--- src/hw/rtl/sprc_pkg.sv ---
// Shared types, widths and constants for the sparse product row-count block.
package sprc_pkg;

	// Default matrix dimensions.
	localparam int B_ROWS_DEF   = 1024;
	localparam int B_NNZ_DEF    = 8192;
	localparam int OUT_COLS_DEF = 1024;

	// Fixed field widths of the stream items.
	localparam int CMD_W     = 2;
	localparam int ADDR_W    = 13;
	localparam int VAL_W     = 14;
	localparam int COL_W     = 11;
	localparam int LEN_W     = 11;
	localparam int IN_DATA_W = 32;
	localparam int OUT_DATA_W = 16;

	// Bit positions of the input fields inside tdata.
	localparam int CMD_LSB  = 0;
	localparam int ADDR_LSB = CMD_LSB + CMD_W;
	localparam int VAL_LSB  = ADDR_LSB + ADDR_W;

	// Width of the row tag kept per output column in the seen map.
	localparam int EPOCH_W = 8;

	// Upper bound used when only the lower bound of a pointer is checked.
	localparam logic [31:0] PTR_SPAN = 32'd1 << VAL_W;

	// Configuration port.
	localparam int PADDR_W = 3;
	localparam int PDATA_W = 32;
	localparam logic [0:0] REG_INDEX_BASE = 1'b0;

	// Command codes carried in the cmd field.
	typedef enum logic [CMD_W-1:0] {
		CMD_LOAD_PTR = 2'd0,
		CMD_LOAD_COL = 2'd1,
		CMD_A_ENTRY  = 2'd2,
		CMD_A_EMPTY  = 2'd3
	} cmd_t;

	// Request to the shared rebase and range-check unit.
	typedef struct packed {
		logic [VAL_W-1:0] raw;
		logic             base;
		logic [31:0]      limit;
	} rebase_req_t;

	// Answer of the shared rebase and range-check unit.
	typedef struct packed {
		logic             ok;
		logic [VAL_W-1:0] idx;
	} rebase_res_t;

endpackage

--- src/hw/rtl/sprc_rebase.sv ---
// Shared unit that removes the index base from a value and checks its range.
module sprc_rebase
	import sprc_pkg::*;
(
	input  rebase_req_t req,
	output rebase_res_t res
);

	logic [VAL_W-1:0] base_ext;
	logic [VAL_W-1:0] diff;
	logic [31:0]      diff_ext;

	// Subtract the base, then the value is valid if it did not go below zero
	// and stays under the limit.
	always_comb begin
		base_ext = {{(VAL_W-1){1'b0}}, req.base};
		diff     = req.raw - base_ext;
		diff_ext = {{(32-VAL_W){1'b0}}, diff};
		res.ok   = (req.raw >= base_ext) && (diff_ext < req.limit);
		res.idx  = diff;
	end

endmodule

--- config.mk ---
export PLATFORM = sky130hd
export DESIGN_NAME = sprc_rebase
export DESIGN_NICKNAME = d
export VERILOG_FILES = /design/src/hw/rtl/sprc_pkg.sv /design/src/hw/rtl/sprc_rebase.sv
export SDC_FILE = /design/constraint.sdc
export NUM_CORES = 1
export LEC_CHECK = 0
export BUFFER_PORTS_ARGS = -buffer_cell sky130_fd_sc_hd__clkbuf_2
export CORE_ASPECT_RATIO = 0.8
export CORE_MARGIN = 2
export CORE_UTILIZATION = 35
export DETAILED_ROUTE_END_ITERATION = 12
export PLACE_DENSITY = 0.92
export REMOVE_ABC_BUFFERS = 1
export SYNTH_ARGS = -nofsm -noshare
export SYNTH_HDL_FRONTEND = slang
export SYNTH_SLANG_ARGS = --single-unit
export TNS_END_PERCENT = 20
--- constraint.sdc ---
create_clock -name vclk -period 1.9
set_clock_uncertainty 0.05 [all_clocks]
set_input_delay 0 -clock vclk [all_inputs]
set_output_delay 0 -clock vclk [all_outputs]
set_load 0.1 [all_outputs]
==> results of run 1 <==
==> metrics by stage <==
stage / setup slack, ns / cells / setup TNS [ns] / hold slack, ns / utilization
floorplan: -2.948 / 89 / -6.319 / 0.3999 / -
global placement: -0.5860 / 200 / -0.5860 / 0.4393 / 0.7766
detailed placement: -0.8734 / 200 / -0.8734 / 0.4586 / 0.7766
CTS: -0.7428 / 200 / -0.7428 / 0.4594 / 0.7825
global route: -0.9356 / 200 / -0.9356 / 0.4823 / 0.7877
finish: -0.7834 / 200 / -0.7834 / 0.4715 / 0.7877
==> worst paths after layout <==
path / from / endpoint / slack, ns / depth (start not counted)
setup / recovery: req[40] / res[14] / -0.78 / 12
hold / removal: req[46] / res[13] / 0.47 / 4
==> placed cells by master, fill, tap and decap left out, types with 2 or more instances in the layout <==
cell,instances
xor2_1,8
buf_12,8
ha_1,15
nor4_1,4
nand2_1,6
nor4_4,2
inv_1,17
nor3_2,2
clkbuf_2,53
a31oi_1,2
xnor2_1,3
a21oi_1,5
buf_4,28
nor4_2,2
nor2_1,4
or3_1,2
o21ai_0,2
nand4_1,4
==> cells by family (layout without fill, tap and decap cells) <==
kind of cell    count (synthesis)  after routing  synth area share
compound gates                 14             14            0.1327
xor+xnor                       11             11            0.1481
fa+ha+maj                      15             15            0.2885
buf+inv                        17            106           0.09808
simple gates                   32             32            0.3327
==> layer usage <==
metal  part of all wire  track usage  vias up
li1                   -            -      501
met5                  0            0        -
met2               0.54       0.4835       48
met3              0.073      0.02500        8
met1               0.37       0.2511      455
met4              0.019      0.08205        0
==> area by class of cell <==
type,count,share of cell area
Inverter,17,0.04789
Multi-Input combinational cell,72,0.4545
Tap cell,22,0.02066
Timing Repair Buffer,89,0.4770
==> power by group through the flow <==
stage | Sequential (mW) | Combinational (mW) | Clock, mW
final | 0 | 0.408 | 0
after global routing | 0 | 0.431 | 0
after floorplan | 0 | 0.229 | 0
after detailed placement | 0 | 0.402 | 0
after CTS | 0 | 0.406 | 0
after global placement | 0 | 0.386 | 0
==> critical path, stage by stage <==
cell and delay [ns]:
clkbuf_2 0.09, or4_4 0.58, nor4_4 0.20, nand2b_1 0.12, xnor2_1 0.17, ha_1 0.30, nand2_1 0.07, nor3_2 0.16
or4b_1 0.49, a31oi_1 0.15, a41oi_1 0.10, buf_12 0.22
==> repair_timing <==
action                     4_1_cts  5_1_grt
resized for setup                2        1
pin swaps                        0        0
cloned                           0        0
buffers inserted                 0        0
setup endpoints to repair        1        2
==> impl_metrics.yaml, run 1 <==
finish:
  seq_cells: 0
  postLayoutCellArea_um2: 1333
  drive_gt1_frac: 0.5449
  syn2layout_area_growth_pct: 104.8
  fin_nets: 242
  seqCellArea_um2: 0
  num-clock-buffers: 0
  nFillCells: 127
  multi_input_area_um2: 605.6
  antenna_cells: 0
timing:
  fin_ws_ns: -0.7834
  grt_setup_unrepaired: "yes"
  tightest_slew_ns: 0.5509
  hold_viol_final: 0
  slew_viol_final: 0
  fmaxAchievable_mhz: 372.7
  fin_crit_sh: 1.412
  max_slew_margin: 0.6343
  period_needed_ns: 2.683
  setup_viol: 1
setup_path:
  worstPathMaxFanout: 4
  crit_type: "in2out"
  required_ns: 1.85
  cp_data_arrival_time_ns: 2.63
  endpoint_kind: "output pin"
  critPathLaunchType: "input port"
logic_synthesis:
  synth_cells: 89
  yosysMostFrequentCell: "inv_1"
  synth_area_leaders: "ha_1 29%, xor2_1 11%, inv_1 9.8%"
  yosys_warnings: 0
  synth_common_cells: "17 x inv_1, 15 x ha_1, 8 x xor2_1, 6 x nand2_1, 5 x a21oi_1"
  synth_cell_types: 25
  syn-cell-area_um2: 650.6
  ys_seq_area_frac: 0
  synth_top_area_frac: 0.2885
  syn_avg_cell_area_um2: 7.310
  yosys.area.top_type: "ha_1"
power:
  power.density_nw_per_um2: 306.6
  leakage_nw: 0.7495
  comb_power_share: 1.000
  p_int_mw: 0.1504
  irDropWorstVdd_v: 0.0002906
  pwr-share-seq: 0
  total_power_mw: 0.4085
  p_sw_mw: 0.2581
  pwr-share-clk: 0
  swShare: 0.6318
grt:
  track_usage: 0.2413
  grt_start_max_net_pins: 6
  overflow: 0
  grt_pass1_wl_um: 4209
  grt_pass1_vias: 1094
  grt_antenna_before_repair: 0
routing:
  ant_nets: 0
  remaining_drc_errors: 0
  drt_iter0_drc: 17
  vias: 1012
  dr.pass1.iters: 4
  wirelength_um: 2689
  wire_per_inst_um: 13.45
  vias_per_cell: 5.060
floorplanning:
  die_w_um: 52.21
  die-height_um: 42.57
  die-area_um2: 2222
  io_pins: 62
  initial_core_util: 0.3846
  row_count: 13
  core_um2: 1692
placement:
  placed_area_um2: 1314
  gp_congestion: 0.8198
  buffer_ports.inserted: 62
  place_hpwl_um: 2405
job:
  drv_cap: 0
status:
  failed_checks: "setup timing"
  status: "complete, but fails checks"
hold_path:
  hold_path.class: "in2out"
clock_tree:
  holdBufCountCts: 0
(Power assumes the default switching activity.)
==> inputs of run 2 (changes only) <==
--- a/config.mk
+++ b/config.mk
@@ -10,7 +10,7 @@
 export CORE_MARGIN = 2
 export CORE_UTILIZATION = 35
 export DETAILED_ROUTE_END_ITERATION = 12
-export PLACE_DENSITY = 0.92
+export PLACE_DENSITY_LB_ADDON = 0.08
 export REMOVE_ABC_BUFFERS = 1
 export SYNTH_ARGS = -nofsm -noshare
 export SYNTH_HDL_FRONTEND = slang
==> impl_metrics.yaml, run 2 (synthesis gave the netlist of run 1 again) <==
status:
  status: "complete, but fails checks"
  failed_checks: "setup timing"
floorplanning:
  die-area_um2: 2222
  row_count: 13
  die_w_um: 52.21
  die-height_um: 42.57
  core_um2: 1692
  initial_core_util: 0.3846
  io_pins: 62
hold_path:
  hold_path.class: "in2out"
  min-delay-start: "req[46]"
placement:
  buffer_ports.inserted: 62
  place_hpwl_um: 1956
  dp_cells: 196
  dp_slack_ns: -0.7919
  gp_congestion: 0.8534
power:
  irDropWorstVdd_v: 0.0002489
  swShare: 0.6278
  pwr-share-clk: 0
  pwr-share-seq: 0
  total_power_mw: 0.3977
  p_sw_mw: 0.2497
  comb_power_share: 1.000
  p_int_mw: 0.1480
  power.density_nw_per_um2: 304.8
  leakage_nw: 0.7322
finish:
  drive_gt1_frac: 0.5345
  seqCellArea_um2: 0
  final_common_cell: "clkbuf_2"
  fin_util: 0.7715
  syn2layout_area_growth_pct: 100.6
  nFillCells: 141
  fin_nets: 238
  final_cell_mix: "52 x clkbuf_2, 25 x buf_4, 17 x inv_1"
  num-clock-buffers: 0
  seq_cells: 0
  final_cells: 196
  antenna_cells: 0
  multi_input_area_um2: 605.6
grt:
  overflow: 0
  track_usage: 0.1913
  met2_usage: 0.3595
  grt_antenna_before_repair: 0
  grt_use_met3: 0.007143
  top_usage_layer: "met2"
  grt_start_max_net_pins: 6
  grt_pass1_wl_um: 3422
  grt_pass1_vias: 892
  grt.met1_usage: 0.2447
setup_path:
  required_ns: 1.85
  critPathLaunchType: "input port"
  cp_data_arrival_time_ns: 2.57
  startpoint: "req[40]"
  endpoint_kind: "output pin"
  worstPathMaxFanout: 4
  crit_type: "in2out"
timing:
  fmaxAchievable_mhz: 382.2
  fin_ws_ns: -0.7166
  period_needed_ns: 2.617
  tightest_slew_ns: 0.5432
  fin_crit_sh: 1.377
  max_slew_margin: 0.6394
  whs_ns: 0.4418
  setup_viol: 1
  hold_viol_final: 0
  slew_viol_final: 0
  grt_setup_unrepaired: "yes"
routing:
  ant_nets: 0
  wire_per_inst_um: 10.91
  remaining_drc_errors: 0
  drt_iter0_drc: 13
  vias: 965
  wirelength_um: 2138
  dr.pass1.iters: 4
  vias_per_cell: 4.923
job:
  drv_cap: 0
run 2: cell count changes in the layout (fill, tap and decap cells not counted), sizes merged:
cell and change:
buf -3, clkbuf -1
run 2: layout make-up:
cell class	count	share of cell area
repair buffers	85	0.4660
multi-input cells	72	0.4640
inverters	17	0.04890
well taps	22	0.02109
run 2: routing by layer:
metal,vias to the layer above,routed length [um],share of wire
li1,496,-,-
met1,420,919,0.43
met2,47,1028,0.48
met3,2,182,0.085
met4,0,7,0.0033
met5,-,0,0
run 2: what timing repair did:
action,in CTS,in global routing
setup buffers,0,0
endpoints found under the setup margin,1,1
gates resized for setup,2,1
hold buffers,0,0
run 2: critical path: stages:
cell	delay [ns]
clkbuf_2	0.09
or4_4	0.58
nor4_4	0.21
nand2b_1	0.11
xnor2_1	0.15
ha_1	0.30
nand2_1	0.07
nor3_2	0.13
or4b_1	0.44
a31oi_1	0.16
a41oi_1	0.10
buf_12	0.22
run 2: worst paths after layout:
check / to / cells past startpoint
setup / recovery: res[14] / 12
hold / removal: res[13] / 4
run 2: per-stage QoR:
stage | cell area (um^2) | setup TNS, ns
3_3_place_gp | 1286 | -0.6482
5_1_grt | 1305 | -0.8816
6_report | 1305 | -0.7166
3_5_place_dp | 1286 | -0.7919
2_1_floorplan | 650.6 | -6.319
4_1_cts | 1296 | -0.7244
run 2: power by group through the flow:
| stage | logic, mW | clock network [mW] | registers, mW |
|---|---|---|---|
| floorplan | 0.229 | 0 | 0 |
| global placement | 0.387 | 0 | 0 |
| detailed placement | 0.393 | 0 | 0 |
| CTS | 0.396 | 0 | 0 |
| global route | 0.425 | 0 | 0 |
| finish | 0.398 | 0 | 0 |
